--- config.mk ---
export PLATFORM = sky130hd
export DESIGN_NAME = ntc_thermistor_temperature_core
export DESIGN_NICKNAME = d
export VERILOG_FILES = /design/src/design/ntct_pkg.sv /design/src/design/ntct_muldiv.sv /design/src/design/ntc_thermistor_temperature_core.sv
export SDC_FILE = /design/constraint.sdc
export NUM_CORES = 1
export LEC_CHECK = 0
export ABC_AREA = 0
export CAP_MARGIN = 10
export CORE_ASPECT_RATIO = 1.5
export CORE_MARGIN = 4
export CORE_UTILIZATION = 67
export CTS_CLUSTER_SIZE = 8
export DETAILED_ROUTE_END_ITERATION = 7
export DONT_BUFFER_PORTS = 1
export HOLD_SLACK_MARGIN = 0.02
export PLACE_DENSITY = 0.83
export SYNTH_ARGS = -nofsm -noshare
export SYNTH_HDL_FRONTEND = slang
export SYNTH_SLANG_ARGS = --single-unit
export TNS_END_PERCENT = 1
--- constraint.sdc ---
create_clock -name clk_i -period 12.95 [get_ports clk_i]
set_input_delay 1.295 -clock clk_i [delete_from_list [all_inputs] [get_ports clk_i]]
set_output_delay 1.295 -clock clk_i [all_outputs]
set_load 0.005 [all_outputs]
--- src/design/ntct_pkg.sv ---
// ntct_pkg: shared constants, lookup tables and types for the ntc temperature core
// no dependencies; used by ntct_muldiv and ntc_thermistor_temperature_core

package ntct_pkg;

  // default converter width
  localparam int ADC_BITS_DEF = 12;

  // field and register widths
  localparam int CFG_W   = 20;
  localparam int OHM_W   = 24;
  localparam int TEMP_W  = 15;
  localparam int DT_W    = 12;

  localparam logic [CFG_W-1:0] CFG_RESET = CFG_W'(10000);
  localparam logic [OHM_W-1:0] RES_MAX   = '1;

  // resistance / temperature table, falling resistance
  localparam int TABLE_POINTS = 15;
  localparam int IDX_W        = $clog2(TABLE_POINTS);

  localparam logic [OHM_W-1:0] ROM_OHMS [TABLE_POINTS] = '{
    24'd197390, 24'd114340, 24'd68915, 24'd42889, 24'd32116,
    24'd10000,  24'd8047,   24'd6523,  24'd5318,  24'd4357,
    24'd3588,   24'd2466,   24'd1452,  24'd890,   24'd657
  };

  localparam logic signed [TEMP_W-1:0] ROM_CENTI [TABLE_POINTS] = '{
    -15'sd4000, -15'sd3000, -15'sd2000, -15'sd1000, 15'sd0,
    15'sd2500,  15'sd3000,  15'sd3500,  15'sd4000,  15'sd4500,
    15'sd5000,  15'sd6000,  15'sd7500,  15'sd9000,  15'sd10000
  };

  // temperature rise over each segment
  localparam logic [DT_W-1:0] ROM_DT [TABLE_POINTS-1] = '{
    12'd1000, 12'd1000, 12'd1000, 12'd1000, 12'd2500,
    12'd500,  12'd500,  12'd500,  12'd500,  12'd500,
    12'd1000, 12'd1500, 12'd1500, 12'd1000
  };

  // result range codes
  typedef enum logic [1:0] {
    RANGE_INTERP = 2'd0,
    RANGE_COLD   = 2'd1,
    RANGE_HOT    = 2'd2
  } range_e;

  // control sequencer states
  typedef enum logic [2:0] {
    ST_IDLE,
    ST_RES,
    ST_CLASS,
    ST_SEARCH,
    ST_INTERP,
    ST_FINISH
  } state_e;

endpackage

--- src/design/ntct_muldiv.sv ---
// ntct_muldiv: bit-serial multiply then restoring divide, floor(a * b / d)
// depends on ntct_pkg for default widths

module ntct_muldiv #(
  parameter int A_W = ntct_pkg::OHM_W,
  parameter int B_W = ntct_pkg::ADC_BITS_DEF,
  parameter int D_W = ntct_pkg::OHM_W
) (
  input  logic             clk_i,
  input  logic             rst_ni,
  input  logic             start_i,
  input  logic [A_W-1:0]   a_i,
  input  logic [B_W-1:0]   b_i,
  input  logic [D_W-1:0]   d_i,
  output logic             done_o,
  output logic [A_W+B_W-1:0] quot_o,
  output logic [D_W-1:0]   rem_o
);

  localparam int P_W   = A_W + B_W;
  localparam int CNT_W = $clog2(P_W + 1);

  logic             busy_q, busy_d;
  logic             div_q, div_d;
  logic             done_q, done_d;
  logic [CNT_W-1:0] cnt_q, cnt_d;
  logic [A_W-1:0]   a_q, a_d;
  logic [B_W-1:0]   b_q, b_d;
  logic [D_W-1:0]   d_q, d_d;
  logic [P_W-1:0]   acc_q, acc_d;
  logic [D_W-1:0]   rem_q, rem_d;
  logic [D_W:0]     trial;
  logic [D_W:0]     diff;
  logic             qbit;

  // one divide step: shift in next numerator bit, try to subtract
  assign trial = {rem_q, acc_q[P_W-1]};
  assign diff  = trial - {1'b0, d_q};
  assign qbit  = (trial >= {1'b0, d_q});

  // step sequencing
  always_comb begin
    busy_d = busy_q;
    div_d  = div_q;
    done_d = 1'b0;
    cnt_d  = cnt_q;
    a_d    = a_q;
    b_d    = b_q;
    d_d    = d_q;
    acc_d  = acc_q;
    rem_d  = rem_q;
    if (start_i) begin
      busy_d = 1'b1;
      div_d  = 1'b0;
      cnt_d  = '0;
      a_d    = a_i;
      b_d    = b_i;
      d_d    = d_i;
      acc_d  = '0;
      rem_d  = '0;
    end else if (busy_q && !div_q) begin
      // shift-add multiply, multiplier msb first
      acc_d = {acc_q[P_W-2:0], 1'b0} + (b_q[B_W-1] ? P_W'(a_q) : '0);
      b_d   = {b_q[B_W-2:0], 1'b0};
      if (cnt_q == CNT_W'(B_W - 1)) begin
        div_d = 1'b1;
        cnt_d = '0;
      end else begin
        cnt_d = cnt_q + CNT_W'(1);
      end
    end else if (busy_q) begin
      // restoring divide, quotient bits shift in at the bottom
      rem_d = qbit ? diff[D_W-1:0] : trial[D_W-1:0];
      acc_d = {acc_q[P_W-2:0], qbit};
      if (cnt_q == CNT_W'(P_W - 1)) begin
        busy_d = 1'b0;
        done_d = 1'b1;
      end else begin
        cnt_d = cnt_q + CNT_W'(1);
      end
    end
  end

  // control registers
  always_ff @(posedge clk_i or negedge rst_ni) begin
    if (!rst_ni) begin
      busy_q <= 1'b0;
      div_q  <= 1'b0;
      done_q <= 1'b0;
      cnt_q  <= '0;
    end else begin
      busy_q <= busy_d;
      div_q  <= div_d;
      done_q <= done_d;
      cnt_q  <= cnt_d;
    end
  end

  // datapath registers
  always_ff @(posedge clk_i) begin
    a_q   <= a_d;
    b_q   <= b_d;
    d_q   <= d_d;
    acc_q <= acc_d;
    rem_q <= rem_d;
  end

  assign done_o = done_q;
  assign quot_o = acc_q;
  assign rem_o  = rem_q;

  // no new operation while one is running
  assert property (@(posedge clk_i) disable iff (!rst_ni) start_i |-> !busy_q)
    else $error("muldiv started while busy");

  // multiply phase never runs past the multiplier width
  assert property (@(posedge clk_i) disable iff (!rst_ni)
    (busy_q && !div_q) |-> (cnt_q < CNT_W'(B_W)))
    else $error("multiply step count out of range");

  // done is a single pulse after the last divide step
  assert property (@(posedge clk_i) disable iff (!rst_ni) done_o |-> !busy_q && div_q)
    else $error("done raised outside end of divide");

endmodule

--- src/design/ntc_thermistor_temperature_core.sv ---
// ntc_thermistor_temperature_core: adc code to thermistor resistance and temperature
// depends on ntct_pkg and ntct_muldiv
//
//   channel   signals                                      direction
//   input     in_valid_i, in_stall_o, adc_code_i           in
//   output    out_valid_o, out_stall_i, temperature_centi_o,
//             resistance_ohms_o, range_status_o            out
//   config    cfg_we_i, cfg_wdata_i                        in
//
// one item at a time; the shared serial multiply/divide unit runs twice per item,
// with operand widths A = 24 and B = max(ADC_BITS, 12); between the passes a
// binary search takes up to four halving steps and one that starts interpolation,
// and the sequencer steps through accept, classify and finish.
// full-scale codes and clamped results skip one or both passes.
// reset is asynchronous and active low; the series resistor resets to 10000 ohms.
// a finished item waits in the output register while the next item is taken.

module ntc_thermistor_temperature_core #(
  parameter int ADC_BITS = ntct_pkg::ADC_BITS_DEF
) (
  input  logic                              clk_i,
  input  logic                              rst_ni,
  input  logic                              cfg_we_i,
  input  logic [ntct_pkg::CFG_W-1:0]        cfg_wdata_i,
  input  logic                              in_valid_i,
  output logic                              in_stall_o,
  input  logic [ADC_BITS-1:0]               adc_code_i,
  output logic                              out_valid_o,
  input  logic                              out_stall_i,
  output logic signed [ntct_pkg::TEMP_W-1:0] temperature_centi_o,
  output logic [ntct_pkg::OHM_W-1:0]        resistance_ohms_o,
  output logic [1:0]                        range_status_o
);

  localparam int OHM_W  = ntct_pkg::OHM_W;
  localparam int TEMP_W = ntct_pkg::TEMP_W;
  localparam int IDX_W  = ntct_pkg::IDX_W;
  localparam int A_W    = OHM_W;
  localparam int B_W    = (ADC_BITS > ntct_pkg::DT_W) ? ADC_BITS : ntct_pkg::DT_W;
  localparam int D_W    = OHM_W;
  localparam int P_W    = A_W + B_W;

  localparam logic [ADC_BITS-1:0] FULL = '1;

  ntct_pkg::state_e state_q, state_d;
  ntct_pkg::range_e status_q, status_d;
  ntct_pkg::range_e out_status_q;

  logic [ntct_pkg::CFG_W-1:0] cfg_q;
  logic [OHM_W-1:0]           r_q, r_d;
  logic [IDX_W-1:0]           lo_q, lo_d, hi_q, hi_d, lo_nx, mid;
  logic [IDX_W:0]             mid_sum;
  logic signed [TEMP_W-1:0]   t1_q, t1_d, temp_q, temp_d;
  logic signed [TEMP_W:0]     isum, iadj;
  logic                       neg_frac;

  logic                       out_valid_q, out_load;
  logic signed [TEMP_W-1:0]   out_temp_q;
  logic [OHM_W-1:0]           out_res_q;

  logic                       md_start, md_done;
  logic [A_W-1:0]             md_a;
  logic [B_W-1:0]             md_b;
  logic [D_W-1:0]             md_d;
  logic [P_W-1:0]             md_quot;
  logic [D_W-1:0]             md_rem;

  // shared serial multiply / divide
  ntct_muldiv #(
    .A_W (A_W),
    .B_W (B_W),
    .D_W (D_W)
  ) u_muldiv (
    .clk_i   (clk_i),
    .rst_ni  (rst_ni),
    .start_i (md_start),
    .a_i     (md_a),
    .b_i     (md_b),
    .d_i     (md_d),
    .done_o  (md_done),
    .quot_o  (md_quot),
    .rem_o   (md_rem)
  );

  // binary search midpoint, rounded up
  assign mid_sum = {1'b0, lo_q} + {1'b0, hi_q} + (IDX_W + 1)'(1);
  assign mid     = mid_sum[IDX_W:1];
  assign lo_nx   = lo_q + IDX_W'(1);

  // interpolation result, truncated toward zero
  assign isum     = $signed({t1_q[TEMP_W-1], t1_q}) + $signed({1'b0, md_quot[TEMP_W-1:0]});
  assign neg_frac = isum[TEMP_W] && (md_rem != '0);
  assign iadj     = isum + $signed({{TEMP_W{1'b0}}, neg_frac});

  // sequencer: next state and datapath loads
  always_comb begin
    state_d  = state_q;
    status_d = status_q;
    r_d      = r_q;
    lo_d     = lo_q;
    hi_d     = hi_q;
    t1_d     = t1_q;
    temp_d   = temp_q;
    md_start = 1'b0;
    md_a     = '0;
    md_b     = '0;
    md_d     = '0;
    out_load = 1'b0;
    case (state_q)
      ntct_pkg::ST_IDLE: begin
        if (in_valid_i) begin
          if (adc_code_i == FULL) begin
            r_d     = ntct_pkg::RES_MAX;
            state_d = ntct_pkg::ST_CLASS;
          end else begin
            md_start = 1'b1;
            md_a     = A_W'(cfg_q);
            md_b     = B_W'(adc_code_i);
            md_d     = D_W'(FULL - adc_code_i);
            state_d  = ntct_pkg::ST_RES;
          end
        end
      end
      ntct_pkg::ST_RES: begin
        if (md_done) begin
          r_d     = (md_quot[P_W-1:OHM_W] != '0) ? ntct_pkg::RES_MAX : md_quot[OHM_W-1:0];
          state_d = ntct_pkg::ST_CLASS;
        end
      end
      ntct_pkg::ST_CLASS: begin
        lo_d = '0;
        hi_d = IDX_W'(ntct_pkg::TABLE_POINTS - 2);
        if (r_q >= ntct_pkg::ROM_OHMS[0]) begin
          temp_d   = ntct_pkg::ROM_CENTI[0];
          status_d = ntct_pkg::RANGE_COLD;
          state_d  = ntct_pkg::ST_FINISH;
        end else if (r_q <= ntct_pkg::ROM_OHMS[ntct_pkg::TABLE_POINTS-1]) begin
          temp_d   = ntct_pkg::ROM_CENTI[ntct_pkg::TABLE_POINTS-1];
          status_d = ntct_pkg::RANGE_HOT;
          state_d  = ntct_pkg::ST_FINISH;
        end else begin
          state_d = ntct_pkg::ST_SEARCH;
        end
      end
      ntct_pkg::ST_SEARCH: begin
        if (lo_q == hi_q) begin
          // segment found: rom[lo] > r >= rom[lo+1]
          md_start = 1'b1;
          md_a     = ntct_pkg::ROM_OHMS[lo_q] - r_q;
          md_b     = B_W'(ntct_pkg::ROM_DT[lo_q]);
          md_d     = ntct_pkg::ROM_OHMS[lo_q] - ntct_pkg::ROM_OHMS[lo_nx];
          t1_d     = ntct_pkg::ROM_CENTI[lo_q];
          state_d  = ntct_pkg::ST_INTERP;
        end else if (ntct_pkg::ROM_OHMS[mid] > r_q) begin
          lo_d = mid;
        end else begin
          hi_d = mid - IDX_W'(1);
        end
      end
      ntct_pkg::ST_INTERP: begin
        if (md_done) begin
          temp_d   = iadj[TEMP_W-1:0];
          status_d = ntct_pkg::RANGE_INTERP;
          state_d  = ntct_pkg::ST_FINISH;
        end
      end
      ntct_pkg::ST_FINISH: begin
        if (!out_valid_q || !out_stall_i) begin
          out_load = 1'b1;
          state_d  = ntct_pkg::ST_IDLE;
        end
      end
      default: begin
        state_d = ntct_pkg::ST_IDLE;
      end
    endcase
  end

  // state, config and output handshake
  always_ff @(posedge clk_i or negedge rst_ni) begin
    if (!rst_ni) begin
      state_q     <= ntct_pkg::ST_IDLE;
      cfg_q       <= ntct_pkg::CFG_RESET;
      out_valid_q <= 1'b0;
    end else begin
      state_q <= state_d;
      if (cfg_we_i) begin
        cfg_q <= cfg_wdata_i;
      end
      if (out_load) begin
        out_valid_q <= 1'b1;
      end else if (!out_stall_i) begin
        out_valid_q <= 1'b0;
      end
    end
  end

  // working and result payload registers
  always_ff @(posedge clk_i) begin
    r_q      <= r_d;
    lo_q     <= lo_d;
    hi_q     <= hi_d;
    t1_q     <= t1_d;
    temp_q   <= temp_d;
    status_q <= status_d;
    if (out_load) begin
      out_temp_q   <= temp_q;
      out_res_q    <= r_q;
      out_status_q <= status_q;
    end
  end

  assign in_stall_o          = (state_q != ntct_pkg::ST_IDLE);
  assign out_valid_o         = out_valid_q;
  assign temperature_centi_o = out_temp_q;
  assign resistance_ohms_o   = out_res_q;
  assign range_status_o      = out_status_q;

  // an accepted item keeps the input stalled on the next cycle
  assert property (@(posedge clk_i) disable iff (!rst_ni)
    (in_valid_i && !in_stall_o) |=> in_stall_o)
    else $error("input not stalled after accepting an item");

  // the arithmetic unit only finishes while the sequencer waits for it
  assert property (@(posedge clk_i) disable iff (!rst_ni)
    md_done |-> (state_q == ntct_pkg::ST_RES || state_q == ntct_pkg::ST_INTERP))
    else $error("muldiv result arrived in wrong state");

  // search window stays ordered and inside the segment range
  assert property (@(posedge clk_i) disable iff (!rst_ni)
    (state_q == ntct_pkg::ST_SEARCH) |->
      (lo_q <= hi_q && hi_q <= IDX_W'(ntct_pkg::TABLE_POINTS - 2)))
    else $error("search window out of range");

  // cold-clamped items carry the first table temperature
  assert property (@(posedge clk_i) disable iff (!rst_ni)
    (out_valid_o && range_status_o == ntct_pkg::RANGE_COLD) |->
      temperature_centi_o == ntct_pkg::ROM_CENTI[0])
    else $error("cold clamp temperature mismatch");

  // checks that interpolated items lie strictly inside the table span
  assert property (@(posedge clk_i) disable iff (!rst_ni)
    (out_valid_o && range_status_o == ntct_pkg::RANGE_INTERP) |->
      (temperature_centi_o > ntct_pkg::ROM_CENTI[0] &&
       temperature_centi_o < ntct_pkg::ROM_CENTI[ntct_pkg::TABLE_POINTS-1]))
    else $error("interpolated temperature outside table span");

endmodule
==> results of run 1 <==
==> per-stage QoR <==
stage               utilization  hold WS [ps]  cell area (um^2)
detailed placement        0.693           405             17400
CTS                       0.737           411             18500
global placement          0.693           405             17400
floorplan                     -           400             17200
finish                    0.739           410             18600
global route              0.739           425             18600
==> placed cells by master (no fill, tap or decap), types with 18 or more instances in the layout <==
master,instances
edfxtp_1,163
nor2_1,156
a21oi_1,143
nand2_1,142
ha_1,139
o21ai_0,134
inv_1,92
xnor2_1,70
dfxtp_1,60
xor2_1,41
a21o_1,40
clkbuf_16,39
nor3_1,38
or2_2,35
and2_1,34
nand3_1,33
a211oi_1,31
mux2i_1,28
nor2b_1,27
dfrtp_1,27
clkbuf_1,26
o211ai_1,25
nand2b_1,23
mux2_2,23
o21a_1,22
o22ai_1,21
and3_1,18
o31ai_1,18
buf_4,18
==> worst min path at each step <==
stage / to / from / cells after the start
after floorplan: range_status_o[0]$_DFFE_PP_ / status_q[0]$_SDFFCE_PN0P_ / 0
after global placement: temperature_centi_o[6]$_DFFE_PP_ / temp_q[6]$_DFFE_PP_ / 0
after detailed placement: temperature_centi_o[8]$_DFFE_PP_ / temp_q[8]$_DFFE_PP_ / 0
after CTS: temperature_centi_o[5]$_DFFE_PP_ / temp_q[5]$_DFFE_PP_ / 0
after global routing: temperature_centi_o[5]$_DFFE_PP_ / temp_q[5]$_DFFE_PP_ / 0
final: temperature_centi_o[5]$_DFFE_PP_ / temp_q[5]$_DFFE_PP_ / 0
==> report_power, final <==
group | internal, mW | total, mW | leakage [nW] | switching, mW
Combinational | 0.898 | 2.20 | 4.50 | 1.31
Clock | 0.562 | 0.927 | 0.531 | 0.365
Sequential | 1.11 | 1.28 | 2.39 | 0.168
==> cell type report <==
class                   count  area (um^2)  share of cell area
repair buffers             19          163             0.00876
clock inverters             4         45.0             0.00243
inverters                  95          359              0.0193
well taps                 328          410              0.0221
flip-flops and latches    256         6930               0.373
multi-input cells        1413         9590               0.516
clock buffers              65         1070              0.0578
==> registers in the layout, summed over array words and instances, names as in the netlist, 2 cells and up <==
signal	flops
status_q	2
u_muldiv.cnt_q	6
cfg_q	20
state_q	3
hi_q	4
u_muldiv.quot_o	36
u_muldiv.rem_o	24
range_status_o	2
t1_q	13
temp_q	15
u_muldiv.d_q	24
lo_q	4
resistance_ohms_o	24
u_muldiv.b_q	12
u_muldiv.a_q	24
temperature_centi_o	15
r_q	24
==> per-layer routing <==
layer,vias to the layer above,wire [um],share of wire,track usage
met5,-,0,0,0
met4,0,3090,0.066,0.186
met3,168,2850,0.061,0.0391
met2,636,23300,0.50,0.562
met1,6773,17700,0.38,0.389
li1,6695,-,-,-
==> critical path: cells and delay by family, from the launching register on <==
| kind | cells | cell delay, ps |
|---|---|---|
| buf+inv | 2 | 820 |
| simple gates | 2 | 300 |
| fa+ha+maj | 2 | 1180 |
| flops | 1 | 920 |
| compound gates | 9 | 2160 |
==> cell families (layout without fill, tap and decap cells) <==
family | Yosys count | after routing
compound gates | 533 | 533
flops | 256 | 256
xor+xnor | 111 | 111
fa+ha+maj | 145 | 145
simple gates | 573 | 573
buf+inv | 173 | 183
mux | 51 | 51
==> reports/metrics.csv, run 1 <==
metric,value,unit
synthesized cell area,17200,um^2
Reg-to-Reg End,u_muldiv.d_q[18]$_DFFE_PP_,
critical-path cell list,inv_1 -> ha_1 -> clkinv_1 -> a21oi_1 -> o21ai_0 -> fa_1 -> a21o_1 -> a21o_1 -> a2111oi_4 -> o31ai_1 -> o211a_1 -> a21o_1 -> a2111oi_2 -> nor2_1 -> nor3_1,
post-route insts no fill,2180,
initial antenna violation count,0,
Synth Area in Compound Gates,0.200,
total wire length,46.9,mm
setup ws final,7400,ps
worst skew pair latency,540,ps
area share of xor/xnor cells in the synthesized design,0.0566,
initial core utilization,0.683,
min Tclk post-route,5550,ps
Worst EP arrival,5890,ps
Leak,7.43,nW
die height,204,um
Global Route Usage Sum,0.324,
area grow syn2layout,8.09,%
number of flops mapped to enable cells by yosys,163,
reg2reg setup slack,7400,ps
clock sink total,256,
Initial DRT Pass Iterations,5,
Wirelength per Cell,21.5,um
core area,25100,um^2
nets,2005,
"Hold Violations, Final",0,
"slowest stage delay, CP",920,ps
Yosys top cell by area,edfxtp_1,
R2R depth,15,
TNS Setup,0,ps
Worst Hold Class,flop to flop,
first-pass GRT wire length,73.3,mm
CP Max Fanout,30,
Max-Cap Viols,0,
WP data required,13300,ps
post-synthesis mux area share,0.0314,
largest family of logic cells by synthesized area,compound AO/OA/AOI/OAI gates,
area share of the largest cell type after synthesis,0.285,
drt drc,0,
Routability Congestion,0.989,
pin count of the biggest net entering global routing,84,
CP endpoint kind,flop,
highest-delay cell along the critical path,edfxtp_1,
register area share after synthesis,0.403,
crit path launch,lo_q[2]$_SDFFCE_PN0P_,
DP Cell Count,2110,
mean post-synth cell area,9.33,um^2
adder-cell share of the synthesized area,0.108,
row cnt,71,
Cells after Synth,1842,
CTS HTree Levels,2,
die area,28300,um^2
quantity of hold-fixing buffers added after cts,0,
"Setup violations, final",0,
clock root buffer,clkbuf_16,
postcts setup bufs,0,
most frequent cell after synthesis,edfxtp_1,
Fillers,1819,
I/O pin count,80,
CP most frequent cell,a21o_1,
Max Fclk,180,MHz
Worst Max-Slew Pin Slew,1130,ps
worst-case clock buffer depth,3,
number of global-route vias before repair,13700,
gr ovfl total,0,
post-CTS sizing,0,
post-synth cell types,80,
status,finished clean,
Post-synth top cells,"163 x edfxtp_1, 159 x nor2_1, 143 x a21oi_1",
vias,14300,
post-layout total power,4.41,mW
worst r2r src,lo_q[2]$_SDFFCE_PN0P_,
clk_skew,31.8,ps
RSZ-0062 raised after global routing,no,
Slew Limit Headroom,0.242,
number of port buffers,0,
Startpoint Class,flop,
Inserted Clock Buffers,38,
post-DR vias/cell,6.55,
pre-CTS WS,7610,ps
CP endpoint,u_muldiv.d_q[18]$_DFFE_PP_,
Synth Area in Simple Gates,0.161,
Horiz. Die Dim,139,um
#FFs+latches synth,256,
max-slew violation count,0,
Final Cycle Share,0.428,
CP Class,flop to flop,
cells taking the most area after synthesis,"edfxtp_1 28%, ha_1 10%, dfxtp_1 7.0%, a21oi_1 4.2%, dfrtp_1 4.1%",
Mapped Nets,2024,
Antenna Nets Post-Route,0,
clk slew on worst S/H paths,50,ps
TritonCTS clock tree,built,
HPWL after DPL,34.5,mm
power density over the cells,237,nW/um^2
diode count,0,
Synth warnings,0,
layout cells sized above 1,0.0783,
maximum vdd ir drop,0.000251,V
prevailing post-synth register cell,edfxtp_1,
1st-iter DRT viols,1129,
ys async rst share,0.129,
Power figures use the tool's default switching activity.
==> run 2, diff against run 1 <==
ABC_AREA = 1   (was 0)
CORE_UTILIZATION = 59   (was 67)
PLACE_DENSITY = 0.78   (was 0.83)
clock period = 4.9 ns   (was 12.95 ns; I/O delays follow)
==> reports/metrics.csv, run 2 <==
metric,value,unit
Horiz. Die Dim,154,um
Cells after Synth,2669,
I/O pin count,80,
Inserted Clock Buffers,38,
first-pass GRT wire length,96.2,mm
Pint,3.76,mW
Worst Max-Slew Pin Slew,864,ps
total wire length,62.3,mm
initial core utilization,0.595,
diode count,0,
most frequent cell after synthesis,nand2_1,
pin count of the biggest net entering global routing,112,
min Tclk post-route,4090,ps
area share of the largest cell type after synthesis,0.259,
pre-CTS WS,943,ps
mean post-synth cell area,7.07,um^2
1st-iter DRT viols,1900,
CP most frequent cell,o21ai_0,
Mapped Nets,2851,
nets,2865,
setup ws final,809,ps
sequential cell fraction of total power,0.479,
postcts setup bufs,0,
CP Max Fanout,11,
number of port buffers,0,
max-slew violation count,0,
row cnt,80,
"Setup violations, final",0,
Wirelength per Cell,20.0,um
area occupied by multi-input gates,10100,um^2
clk slew on worst S/H paths,50,ps
CP endpoint kind,flop,
HPWL after DPL,47.8,mm
Yosys top cell by area,edfxtp_1,
FF+latch area,6930,um^2
status,finished clean,
Max-Cap Viols,0,
register area share after synthesis,0.367,
worst skew pair latency,540,ps
Sw Share,0.216,
post-route insts no fill,3122,
prevailing post-synth register cell,edfxtp_1,
maximum vdd ir drop,0.000294,V
quantity of hold-fixing buffers added after cts,3,
TritonCTS clock tree,built,
NetSw,1.03,mW
CTS HTree Levels,2,
Startpoint Class,flop,
core area,31700,um^2
Initial DRT Pass Iterations,6,
worst-case clock buffer depth,3,
"slowest stage delay, CP",490,ps
Global Route Usage Sum,0.348,
DP Cell Count,3050,
number of global-route vias before repair,17900,
die area,35000,um^2
max FFs per register,36,
RSZ-0062 raised after global routing,no,
"commonest non-fill, non-tap cell in the layout",nand2_1,
power density over the cells,233,nW/um^2
die height,227,um
Worst EP arrival,4370,ps
clock sink total,256,
"Hold Violations, Final",0,
initial antenna violation count,0,
critical-path cell list,buf_4 -> ha_1 -> inv_1 -> ha_1 -> inv_1 -> o21ai_0 -> o21ai_0 -> ha_1 -> nand2_1 -> o21ai_0 -> a21oi_1 -> o21ai_0 -> nand3_1 -> a21oi_1 -> nor2_1,
WP data required,5180,ps
synthesized cell area,18900,um^2
post-synth cell types,60,
Synth warnings,0,
Fillers,2769,
area grow syn2layout,8.86,%
Post-synth top cells,"738 x nand2_1, 425 x inv_1, 236 x nor2_1",
highest-delay cell along the critical path,ha_1,
layout cells sized above 1,0.0435,
Antenna Nets Post-Route,0,
clk_skew,26.0,ps
Clk pwr share,0.512,
Final Cycle Share,0.835,
CP Class,flop to flop,
Leak,10.3,nW
cells taking the most area after synthesis,"edfxtp_1 26%, nand2_1 15%, ha_1 9.2%, inv_1 8.4%, dfxtp_1 6.4%",
vias,18600,
hold slack,33.9,ps
Slew Limit Headroom,0.423,
ys async rst share,0.129,
#FFs+latches synth,256,
Routability Congestion,1.01,
post-CTS sizing,0,
TNS Setup,0,ps
Comb power frac,0.009,
gr ovfl total,0,
"commonest non-fill, non-tap cells in the layout","737 x nand2_1, 425 x inv_1, 235 x nor2_1",
drt drc,0,
Worst Hold Class,input port to flop,
Max Fclk,244,MHz
post-DR vias/cell,5.95,
number of flops mapped to enable cells by yosys,163,
clock root buffer,clkbuf_16,
-- run 2: power groups by stage --
| stage | logic, mW | clock network, mW | registers, mW |
|---|---|---|---|
| 2_1_floorplan | 0.0223 | 0 | 2.34 |
| 3_3_place_gp | 0.0293 | 0 | 2.34 |
| 3_5_place_dp | 0.0306 | 0 | 2.34 |
| 4_1_cts | 0.0413 | 2.47 | 2.30 |
| 5_1_grt | 0.0467 | 2.55 | 2.30 |
| 6_report | 0.0416 | 2.45 | 2.30 |
-- run 2: cell type report --
type | instances | share of cell area
Tap cell | 410 | 0.0250
Sequential cell | 256 | 0.337
Clock inverter | 5 | 0.00213
Clock buffer | 64 | 0.0510
Multi-Input combinational cell | 1918 | 0.491
Inverter | 432 | 0.0789
Timing Repair Buffer | 37 | 0.0150
-- run 2: path summary, 6_finish.rpt --
| check | from | end | slack, ps | cells past startpoint |
|---|---|---|---|---|
| max | lo_q[0]$_SDFFCE_PN0P_ | u_muldiv.d_q[15]$_DFFE_PP_ | 810 | 15 |
| min | cfg_we_i | cfg_q[8]$_DFFE_PN1P_ | 30 | 1 |
| max reg2reg | lo_q[0]$_SDFFCE_PN0P_ | u_muldiv.d_q[15]$_DFFE_PP_ | 810 | 15 |
| min reg2reg | temp_q[7]$_SDFFCE_PP0P_ | temperature_centi_o[7]$_DFFE_PP_ | 420 | 0 |
| max in group asynchronous | rst_ni | cfg_q[13]$_DFFE_PN1P_ | 4190 | 2 |
| min in group asynchronous | rst_ni | u_muldiv.cnt_q[5]$_DFFE_PN0P_ | 410 | 2 |
-- run 2: per-layer routing --
layer / global-route usage / part of all wire
met5: 0 / 0
met4: 0.214 / 0.072
met3: 0.0496 / 0.071
met2: 0.599 / 0.48
met1: 0.410 / 0.38
-- run 2: worst max-delay path, delay by kind of cell, from the launching register on --
kind,cells,cell delay (ps)
adders and majority gates,3,1310
DFF,1,340
AOI/OAI and AO/OA,6,1300
and+or+nand+nor,3,340
buffers and inverters,3,540
-- run 2: cell families after synthesis --
logic type / after synthesis / synth area share
simple gates: 1284 / 0.287
buf+inv: 495 / 0.100
compound gates: 462 / 0.134
flops: 256 / 0.367
fa+ha+maj: 145 / 0.0985
xor+xnor: 24 / 0.0111
mux: 3 / 0.00166
-- run 2: through the flow --
stage / total power, mW / cell area, um^2 / util
floorplan: 2.36 / 18900 / -
global placement: 2.37 / 19400 / 0.612
detailed placement: 2.37 / 19400 / 0.612
CTS: 4.81 / 20600 / 0.648
global route: 4.90 / 20600 / 0.648
finish: 4.79 / 20600 / 0.648
